### config.mk
export PLATFORM = sky130hd
export DESIGN_NAME = qnl_lane
export DESIGN_NICKNAME = d
export VERILOG_FILES = /design/src/hdl/quaternion_nlerp_defines.svh /design/src/hdl/qnl_pkg.sv /design/src/hdl/qnl_lane.sv
export SDC_FILE = /design/constraint.sdc
export NUM_CORES = 2
export LEC_CHECK = 0
export BUFFER_PORTS_ARGS = -buffer_cell sky130_fd_sc_hd__buf_2
export CORE_AREA = 4 4 328 330
export DETAILED_ROUTE_END_ITERATION = 6
export DIE_AREA = 0 0 332 334
export HOLD_SLACK_MARGIN = 0.12
export SLEW_MARGIN = 20
export SYNTH_ARGS = -nofsm -noshare
export SYNTH_HDL_FRONTEND = slang
export SYNTH_SLANG_ARGS = --single-unit
### constraint.sdc
create_clock -name clock -period 11.1 [get_ports clock]
set_input_delay 3.33 -clock clock [delete_from_list [all_inputs] [get_ports clock]]
set_output_delay 3.33 -clock clock [all_outputs]
set_load 0.02 [all_outputs]
### src/hdl/quaternion_nlerp_defines.svh
// Assertion macros for the quaternion nlerp block.
// Used by the top level only; expects clock and reset in scope.
`ifndef QUATERNION_NLERP_DEFINES_SVH
`define QUATERNION_NLERP_DEFINES_SVH

// same-cycle implication
`define QNL_ASSERT_IMP(lbl, pre, post) \
   lbl: assert property (@(posedge clock) disable iff (reset) (pre) |-> (post)) \
      else $error("quaternion_nlerp assertion failed");

// next-cycle implication
`define QNL_ASSERT_NEXT(lbl, pre, post) \
   lbl: assert property (@(posedge clock) disable iff (reset) (pre) |=> (post)) \
      else $error("quaternion_nlerp assertion failed");

`endif

### src/hdl/qnl_pkg.sv
// Shared types, widths and the reciprocal square root seed table.
// No dependencies.
`timescale 1ns / 1ps
package qnl_pkg;
   localparam int COMP_W = 16;
   localparam int O_W    = 17;
   localparam int Y_W    = 32;
   localparam int M_W    = 34;
   localparam int H_W    = 5;

   typedef logic signed [COMP_W-1:0] comp_type;
   typedef logic [COMP_W-1:0]        weight_type;
   typedef logic signed [O_W-1:0]    blend_type;
   typedef logic [Y_W-1:0]           rsq_type;
   typedef logic [M_W-1:0]           mant_type;
   typedef logic [H_W-1:0]           shift_type;

   function automatic rsq_type seed_lookup(input logic [2:0] idx);
      rsq_type s;
      case (idx)
         3'd0:    s = 32'd2147483648;
         3'd1:    s = 32'd2147483648;
         3'd2:    s = 32'd1920767357;
         3'd3:    s = 32'd1623345166;
         3'd4:    s = 32'd1431655765;
         3'd5:    s = 32'd1294980958;
         3'd6:    s = 32'd1191209180;
         3'd7:    s = 32'd1108956261;
         default: s = 32'd2147483648;
      endcase
      return s;
   endfunction
endpackage

### src/hdl/qnl_lane.sv
// One component lane: products, blend with rounding, and square.
// Depends on qnl_pkg. Four stages, all advanced by adv.
`timescale 1ns / 1ps
module qnl_lane #(
   parameter int WEIGHT_FRAC_BITS = 15
) (
   input  logic                 clock,
   input  logic                 adv,
   input  qnl_pkg::comp_type    a,
   input  qnl_pkg::comp_type    b,
   input  logic [WEIGHT_FRAC_BITS:0] t,
   input  logic [WEIGHT_FRAC_BITS:0] inv,
   input  logic                 dot_neg,
   output logic signed [31:0]   ab,
   output qnl_pkg::blend_type   o,
   output logic [31:0]          sq
);
   import qnl_pkg::*;
   localparam int WW = WEIGHT_FRAC_BITS + 1;
   localparam int PW = COMP_W + WW + 1;
   localparam int SW = PW + 1;

   logic signed [31:0]   ab_ff, ab_in;
   logic signed [PW-1:0] ainv_ff, ainv_in, bt_ff, bt_in, ainv2_ff, bt2_ff;
   logic signed [SW-1:0] bsel, blend;
   logic [SW-1:0]        mag, mag_rnd;
   blend_type            o_ff, o_in, o4_ff;
   logic [31:0]          sq_ff, sq_in;
   logic signed [2*O_W-1:0] o_sq;

   always_comb begin
      ab_in   = a * b;
      ainv_in = a * $signed({1'b0, inv});
      bt_in   = b * $signed({1'b0, t});
      bsel    = dot_neg ? -SW'(bt2_ff) : SW'(bt2_ff);
      blend   = SW'(ainv2_ff) + bsel;
      mag     = blend[SW-1] ? SW'(-blend) : SW'(blend);
      mag_rnd = (mag + (SW'(1) << (WEIGHT_FRAC_BITS - 1))) >> WEIGHT_FRAC_BITS;
      o_in    = blend[SW-1] ? -O_W'(mag_rnd) : O_W'(mag_rnd);
      o_sq    = o_ff * o_ff;
      sq_in   = o_sq[31:0];
   end

   always_ff @(posedge clock) begin
      if (adv) begin
         ab_ff    <= ab_in;
         ainv_ff  <= ainv_in;
         bt_ff    <= bt_in;
         ainv2_ff <= ainv_ff;
         bt2_ff   <= bt_ff;
         o_ff     <= o_in;
         o4_ff    <= o_ff;
         sq_ff    <= sq_in;
      end
   end

   assign ab = ab_ff;
   assign o  = o4_ff;
   assign sq = sq_ff;
endmodule

==> impl_results.md <==
* Max Cap Violations at 0
* GRT overflow at 0
* Total CTS buffers at 31
* Outcome: finished, final reports clean
* CTS tree: yes
* Total placed cells including tap cells at 6200
* Final Hold Fails at 0
* Net count, final at between 6000 and 7000
* Area Overhead vs Synth at 6.56%
* Critical path arrival at 9930 ps
* Die span in x at between 300 and 400 microns
* Ranking of synthesized cells by area: fa_1, edfxtp_1, ha_1, inv_1, and2_1
* Min-Delay Path Depth at 0
* Core ar. at 105000 sq um
* Initial DRC Count at about 1500
* Post-cts hold buffer count at 0
* Worst Path Buf+Inv at 6
* Setup total negative slack at 0 ps
* CP max-delay cell: fa_1
* Worst-Margin Slew at around 1000 ps
* Antenna violations before repair at 5
* Unrepaired setup endpoints after global routing: false
* All-Layer GR Usage at 0.198
* Max stage delay on crit path at between 500 and 600 ps
* Post-synth EDFFs at between 200 and 250
* CP delay by family, top: adder cells
* H-Tree Depth at 1
* Post-layout util at 0.475
* Wirelength, routed at between 100000 and 150000 microns
* I/O pin cnt at 148
* Die Y at about 330 microns
* DR DRC count at 0
* Global-route wire length before repair at roughly 180000 microns
* Ys Warns at 0
* Post-Syn Area at roughly 47000 sq um
* Final slew viol count at 0
* Rel. slew slack at 0.300
* Syn_area_per_cell at 9.74 sq um
* Via count at ~31000
* Tcrit/Tclk final at 0.862
* Most frequent CP cell: fa_1
* Router iterations before antenna repair at 5
* Clock latency on the worst-skew pair at ~640 ps
* Vias per cell at about 5.0
* Setup violations, final at 0
* Post-synth top flop: edfxtp_1
* Clock sink total at 228
* Post-synth top area share at 0.389
* Post-synthesis sequential area ratio at 0.146
* Library cells used by synthesis at 98
* Routed WL per cell at roughly 17 microns
* Hpwl dp at around 85000 microns
* Crit-path max FO at 17
* R2R Path Start: bt2_ff[5]
* Gpl congestion at 0.844
* Min cycle time layout at 9560 ps
* R2R cell count at 31
* Crit Path Category: in2reg
* Layout cell share with drive strength beyond 1 at 0.0573
* Die area at 111000 sq um
* Final hold slack at just under 400 ps
* Antenna Cells at 0
* Cell Rows at around 120
* Worst setup EP type: register
* Peak Freq at between 100 and 150 MHz
* Hold crit path type: reg2reg
* Number of routed nets with antenna violations at 0
* Hold Path Origin: bt_ff[4]
* Yosys reg bits at about 230
* Worst Hold Path EP: bt2_ff[4]
* Worst EP required at 11470 ps
* Startpoint types: input port
* Initial core utilization at 0.446
* Fraction of registers with async set/reset at 0
* Final Instance Count excl. Fillers at about 6300
* Syn nets at between 6000 and 7000
* Capturing point of the worst reg2reg path: o_ff[16]
* Fin Clk Skew at around 28 ps
* Post-CTS Repair Setup Buffers at 0
* CTS Buffer Depth at 3
* Vias in the first global route at 33600
* IO Port Bufs at 146
* Fill cells at ~10000
* Post-CTS sizing at 0
* Pin count of the biggest net entering global routing at 89
* Clock transition at the registers of the reported paths at ~70 ps
* Synth area leader: fa_1
* R2R setup slack at 2970 ps
* Post-synthesis instance total at 4800
* Clk root buf: clkbuf_16
-- final cells by class --
type                            instances  area (sq um)  share of cell area
Timing Repair Buffer                  180           996              0.0200
Clock inverter                         23           215             0.00432
Multi-Input combinational cell       3304         35100               0.705
Clock buffer                           35           791              0.0159
Sequential cell                       228          6850               0.137
Inverter                             1097          4120              0.0827
Tap cell                             1391          1740              0.0349
-- synthesized netlist by cell type (25+ instances only) --
library cell / instances
clkbuf_1: 162
nor3_1: 39
nand3_1: 25
o21ai_0: 77
xor2_1: 49
nand2_1: 570
nor2_1: 114
ha_1: 440
fa_1: 909
o21bai_1: 25
xnor2_1: 172
a21oi_1: 115
and2_1: 363
inv_1: 1096
edfxtp_1: 228
a21o_1: 40
nand2b_1: 66
-- metrics by stage --
stage / setup slack, ps / area [sq um]
after floorplan: 1500 / 46700
after global placement: 915 / 48800
after detailed placement: 841 / 48800
after CTS: 1510 / 49800
after global routing: 1110 / 49800
final: 1540 / 49800
-- sequential cells by signal (all words and copies together), names as in the netlist --
signal    flops
ainv_ff      33
ainv2_ff     33
sq           30
ab           32
bt2_ff       33
o            17
bt_ff        33
o_ff         17
-- how the worst max path moves through the flow --
stage          cells past startpoint  startpoint   endpoint  slack (ps)
3_3_place_gp                      25        b[1]  bt_ff[32]         920
4_1_cts                           25        b[1]  bt_ff[32]        1510
3_5_place_dp                      25        b[1]  bt_ff[32]         840
2_1_floorplan                     25        t[9]  bt_ff[32]        1500
6_report                          25        b[1]  bt_ff[32]        1540
5_1_grt                           25        b[1]  bt_ff[32]        1110
-- routing by layer --
metal / wire length [microns] / GRT usage / vias up
li1: - / - / 14800
met1: 46900 / 0.269 / 15800
met2: 51800 / 0.344 / 564
met3: 4480 / 0.0243 / 136
met4: 2380 / 0.0416 / 6
met5: 42 / 0 / -
-- kinds of logic after synthesis --
| logic type | Yosys count | synth area share |
|---|---|---|
| other cells | 1 | 0.0000802 |
| flops | 228 | 0.146 |
| compound gates | 404 | 0.0571 |
| simple gates | 1317 | 0.142 |
| xor+xnor | 221 | 0.0414 |
| mux | 11 | 0.00270 |
| buf+inv | 1268 | 0.103 |
| fa+ha+maj | 1350 | 0.507 |
-- layout by cell type, fill, tap and decap left out, drive strengths merged, types with 9 or more instances in the layout --
cell,count
a31oi,9
o21a,12
or4,9
nor2,115
clkinv,12
inv,1103
a211oi,16
nand4,12
o31ai,15
nand2,571
nor2b,24
edfxtp,228
or2,9
or3,23
ha,440
nand2b,66
and3,23
xor2,49
clkbuf,35
nand3,27
and2,364
nor4,10
nor3,42
o21ai,84
a21oi,116
buf,180
o211ai,14
xnor2,172
fa,909
a21o,40
o21bai,25
Power is not shown: default switching activity piles up to over one toggle a cycle in this logic, so the estimate is an artifact.
