### src/hdl/quaternion_nlerp_defines.svh
// Assertion macros for the quaternion nlerp block.
// Used by the top level only; expects clock and reset in scope.
`ifndef QUATERNION_NLERP_DEFINES_SVH
`define QUATERNION_NLERP_DEFINES_SVH

// same-cycle implication
`define QNL_ASSERT_IMP(lbl, pre, post) \
   lbl: assert property (@(posedge clock) disable iff (reset) (pre) |-> (post)) \
      else $error("quaternion_nlerp assertion failed");

// next-cycle implication
`define QNL_ASSERT_NEXT(lbl, pre, post) \
   lbl: assert property (@(posedge clock) disable iff (reset) (pre) |=> (post)) \
      else $error("quaternion_nlerp assertion failed");

`endif

### src/hdl/qnl_pkg.sv
// Shared types, widths and the reciprocal square root seed table.
// No dependencies.
`timescale 1ns / 1ps
package qnl_pkg;
   localparam int COMP_W = 16;
   localparam int O_W    = 17;
   localparam int Y_W    = 32;
   localparam int M_W    = 34;
   localparam int H_W    = 5;

   typedef logic signed [COMP_W-1:0] comp_type;
   typedef logic [COMP_W-1:0]        weight_type;
   typedef logic signed [O_W-1:0]    blend_type;
   typedef logic [Y_W-1:0]           rsq_type;
   typedef logic [M_W-1:0]           mant_type;
   typedef logic [H_W-1:0]           shift_type;

   function automatic rsq_type seed_lookup(input logic [2:0] idx);
      rsq_type s;
      case (idx)
         3'd0:    s = 32'd2147483648;
         3'd1:    s = 32'd2147483648;
         3'd2:    s = 32'd1920767357;
         3'd3:    s = 32'd1623345166;
         3'd4:    s = 32'd1431655765;
         3'd5:    s = 32'd1294980958;
         3'd6:    s = 32'd1191209180;
         3'd7:    s = 32'd1108956261;
         default: s = 32'd2147483648;
      endcase
      return s;
   endfunction
endpackage

### src/hdl/qnl_scale.sv
// Output lane: scales a blended component by the reciprocal root,
// rounds and saturates. Depends on qnl_pkg. Two stages.
`timescale 1ns / 1ps
module qnl_scale #(
   parameter int COMP_FRAC_BITS = 14
) (
   input  logic                clock,
   input  logic                adv,
   input  qnl_pkg::blend_type  o,
   input  qnl_pkg::rsq_type    y,
   input  qnl_pkg::shift_type  h,
   input  logic                zero,
   output qnl_pkg::comp_type   r
);
   import qnl_pkg::*;
   localparam int PW = O_W + Y_W + 1;
   localparam logic [5:0] SBASE = 6'(47 - COMP_FRAC_BITS);

   logic signed [PW-1:0] p_ff, p_in;
   shift_type            h_ff;
   logic                 zero_ff;
   logic [PW-1:0]        mag, rnd;
   logic [5:0]           s;
   comp_type             r_ff, r_in;

   always_comb begin
      p_in = o * $signed({1'b0, y});
      s    = SBASE - 6'(h_ff);
      mag  = p_ff[PW-1] ? PW'(-p_ff) : PW'(p_ff);
      rnd  = (mag + (PW'(1) << (s - 6'd1))) >> s;
      if (zero_ff) begin
         r_in = '0;
      end else if (p_ff[PW-1]) begin
         r_in = (rnd > PW'(32768)) ? comp_type'(-32768) : -comp_type'(rnd[COMP_W-1:0]);
      end else begin
         r_in = (rnd > PW'(32767)) ? comp_type'(32767) : comp_type'(rnd[COMP_W-1:0]);
      end
   end

   always_ff @(posedge clock) begin
      if (adv) begin
         p_ff    <= p_in;
         h_ff    <= h;
         zero_ff <= zero;
         r_ff    <= r_in;
      end
   end

   assign r = r_ff;
endmodule

### config.mk
export PLATFORM = sky130hd
export DESIGN_NAME = qnl_scale
export DESIGN_NICKNAME = d
export VERILOG_FILES = /design/src/hdl/quaternion_nlerp_defines.svh /design/src/hdl/qnl_pkg.sv /design/src/hdl/qnl_scale.sv
export SDC_FILE = /design/constraint.sdc
export NUM_CORES = 2
export LEC_CHECK = 0
export BUFFER_PORTS_ARGS = -buffer_cell sky130_fd_sc_hd__buf_2
export CORE_AREA = 2 2 300 302
export CTS_BUF_LIST = sky130_fd_sc_hd__clkbuf_4 sky130_fd_sc_hd__clkbuf_8
export DETAILED_ROUTE_END_ITERATION = 7
export DIE_AREA = 0 0 302 304
export GPL_TIMING_DRIVEN = 0
export PLACE_DENSITY_LB_ADDON = 0.2
export SETUP_SLACK_MARGIN = 0.5
export SLEW_MARGIN = 20
export SYNTH_ARGS = -nofsm -noshare
export SYNTH_HDL_FRONTEND = slang
export SYNTH_SLANG_ARGS = --single-unit
### constraint.sdc
create_clock -name clock -period 16.1 [get_ports clock]
set_input_delay 1.61 -clock clock [delete_from_list [all_inputs] [get_ports clock]]
set_output_delay 1.61 -clock clock [all_outputs]
set_load 0.05 [all_outputs]
==> impl_metrics.env <==
export IMPL_grt_total_usage_pct=26.10
export IMPL_initial_core_util_pct=33.58
export IMPL_async_reset_ff_share_pct=0
export IMPL_final_cell_mix="524 x nand2_1, 469 x inv_1, 450 x fa_1, 218 x nor2_1, 213 x ha_1"
export IMPL_num_io_pins=73
export IMPL_yosys_top_cells_area="fa_1 30%, ha_1 8.9%, edfxtp_1 7.2%, nand2_1 6.6%, inv_1 5.9%"
export IMPL_cts_htree_levels=3
export IMPL_die_area_sq_um=91810
export IMPL_placementRows=110
export IMPL_worst_pin_slew_ps=1142
export IMPL_worst_setup_path_type="register to register"
export IMPL_p_leak_nw=14.01
export IMPL_grt_max_degree=51
export IMPL_cts_root_buf="clkbuf_8"
export IMPL_worst_path_buf_inv=11
export IMPL_max_freq_mhz=70.71
export IMPL_wl_per_cell_microns=24.37
export IMPL_dr_pass1_iters=6
export IMPL_hold_violations=0
export IMPL_period_minus_slack_ps=14140
export IMPL_grt_first_pass_wirelength_microns=179900
export IMPL_final_common_cell="nand2_1"
export IMPL_antenna_found_initial=1
export IMPL_antenna_left=0
export IMPL_vias=27730
export IMPL_yosysTopAreaCell="fa_1"
export IMPL_nNetsFinal=4455
export IMPL_cp_slowest_cell="clkbuf_1"
export IMPL_grt_pass1_vias=27790
export IMPL_period_share_pct=87.84
export IMPL_critPathLaunchType="register"
export IMPL_clk_pin_slew_ps=100
export IMPL_synth_edf_count=72
export IMPL_holdBufCountCts=0
export IMPL_fin_skew_ps=34.53
export IMPL_wirelength_microns=119800
export IMPL_areaGrowthSynthToFinish_pct=7.205
export IMPL_fin_setup_tns_ps=0
export IMPL_clockBufferDepth=2
export IMPL_rsz0062_at_grt="false"
export IMPL_drv_slew=0
export IMPL_worst_slack_ps=1958
export IMPL_ctsResizeCount=0
export IMPL_netlist_area_sq_um=29900
export IMPL_slew_headroom_pct=23.65
export IMPL_drt_iter0_drc=2281
export IMPL_crit_fanout=11
export IMPL_critical_path_top_delay_family="buffers and inverters"
export IMPL_powerDensity_nw_per_um2=256.4
export IMPL_setup_viol=0
export IMPL_drive_gt1_share_pct=5.695
export IMPL_cp_end_kind="register"
export IMPL_synth_top_area_share_pct=30.13
export IMPL_syn_inst=3645
export IMPL_ys_warn_count=0
export IMPL_cts_inserted_buffers=9
export IMPL_routed_via_density=5.639
export IMPL_place_gp_congestion=1.020
export IMPL_pre_cts_slack_ps=2575
export IMPL_ys_seq_elements=72
export IMPL_irDropWorstVdd_uv=213.3
export IMPL_synth_distinct_cells=108
export IMPL_worst_ep_required_time_ps=16330
export IMPL_clock_latency_ps=440
export IMPL_max_stage_delay_ps=850
export IMPL_syn_avg_cell_area_sq_um=8.204
export IMPL_drc=0
export IMPL_drv_cap=0
export IMPL_hp_class="register to register"
export IMPL_port_buffers=72
export IMPL_critPathArrivalTime_ps=14380
export IMPL_cpMostUsedCell="clkbuf_1"
export IMPL_synth_seq_area_share_pct=7.230
export IMPL_status="finished, final reports clean"
export IMPL_cts_tree="yes"
export IMPL_ys_flop_type="edfxtp_1"
export IMPL_dpl_hpwl_microns=100400
export IMPL_die_w_microns=302
export IMPL_core_sq_um=89050
export IMPL_postCtsSetupBuffers=0
export IMPL_overflow=0
export IMPL_cts_sinks=72
export IMPL_die_h_microns=304
[metrics by stage]
stage / cells / hold slack [ps] / cell area [sq um] / util [%] / power (mW)
2_1_floorplan: 3650 / 747.1 / 29920 / - / 6.167
3_5_place_dp: 4900 / 890.1 / 31820 / 35.73 / 7.982
6_report: 4917 / 947.6 / 32060 / 36.00 / 8.221
3_3_place_gp: 4898 / 883.1 / 31750 / 35.66 / 7.971
4_1_cts: 4916 / 950.6 / 32040 / 35.98 / 8.208
5_1_grt: 4917 / 1024 / 32060 / 36.00 / 9.156
[where the power goes]
group          internal (mW)  switching, mW
Combinational           3.01           4.39
Sequential             0.588         0.0637
Clock                 0.0895         0.0834
Total                   3.68           4.54
[worst register-to-register path: cells and delay by family (launching register included)]
kind / cells / cell delay [ps]
compound gates: 12 / 4530
mux: 1 / 750
fa+ha+maj: 2 / 650
simple gates: 3 / 1640
buf+inv: 11 / 5760
xor+xnor: 1 / 190
flops: 1 / 440
[logic make-up (layout without fill, tap and decap cells)]
logic type / after synthesis / count (layout) / synth area share (%)
other: 1 / 7 / 0.01254
buffers and inverters: 660 / 750 / 8.410
AND/OR/NAND/NOR: 1349 / 1349 / 22.02
XOR/XNOR: 124 / 124 / 3.632
adder cells (fa/ha/maj): 663 / 663 / 39.04
AO/OA/AOI/OAI: 706 / 706 / 16.80
multiplexers: 70 / 70 / 2.862
flip-flops: 72 / 72 / 7.230
[synth_stat cells (9+ instances only)]
library cell	count
o211a_1	13
a211oi_1	38
a211o_1	15
a21oi_1	138
nor3_1	74
buf_2	18
o21a_1	34
and4_1	13
o2111ai_1	14
o21ai_1	14
a221oi_1	17
a31oi_1	27
o21bai_1	15
o221ai_1	12
buf_1	17
o31ai_1	26
edfxtp_1	72
nand3_1	54
inv_1	469
nor4_1	29
mux2i_1	42
o21ai_0	117
o211ai_1	32
or4_1	22
clkbuf_1	153
a21o_1	42
nand2b_1	57
nand4_1	45
xnor2_1	101
nor2_1	218
nand2_1	524
a2111oi_0	9
mux2_2	16
ha_1	213
fa_1	450
or3_1	34
a22oi_1	11
nor2b_1	14
and3_1	20
xor2_1	23
mux4_2	10
and2_1	202
a31o_2	10
or2_2	18
[state kept, by name, indices dropped and copies added (netlist names)]
| name | cells |
|---|---|
| h_ff | 5 |
| r | 16 |
| zero_ff | 1 |
| p_ff | 50 |
[path summary, 6_finish.rpt]
kind / start / to / slack, ps / cells after the start
setup / recovery: h_ff[1] / r[6] / 1960 / 30
hold / removal: zero_ff / r[5] / 950 / 2
setup reg to reg: h_ff[1] / r[6] / 1960 / 30
hold reg to reg: zero_ff / r[5] / 950 / 2
[per-layer routing]
metal | wire, microns | share of wire [%] | global-route usage (%) | up-vias
met2 | 56170 | 47 | 43.27 | 1173
met5 | 0 | 0 | 0 | -
met1 | 49510 | 41 | 33.54 | 13740
met4 | 6528 | 5.4 | 12.30 | 0
li1 | - | - | - | 12530
met3 | 7631 | 6.4 | 3.441 | 285
[final cells by class]
| class | count | area [sq um] |
|---|---|---|
| Antenna cell | 1 | 2.502 |
| Sequential cell | 72 | 2162 |
| Tap cell | 1176 | 1471 |
| Fill cell | 9445 | 56990 |
| Buffer | 190 | 750.7 |
| Clock inverter | 6 | 90.09 |
| Clock buffer | 10 | 131.4 |
| Timing Repair Buffer | 74 | 397.9 |
| Multi-Input combinational cell | 2918 | 25290 |
| Inverter | 470 | 1764 |
(Power assumes the default switching activity.)
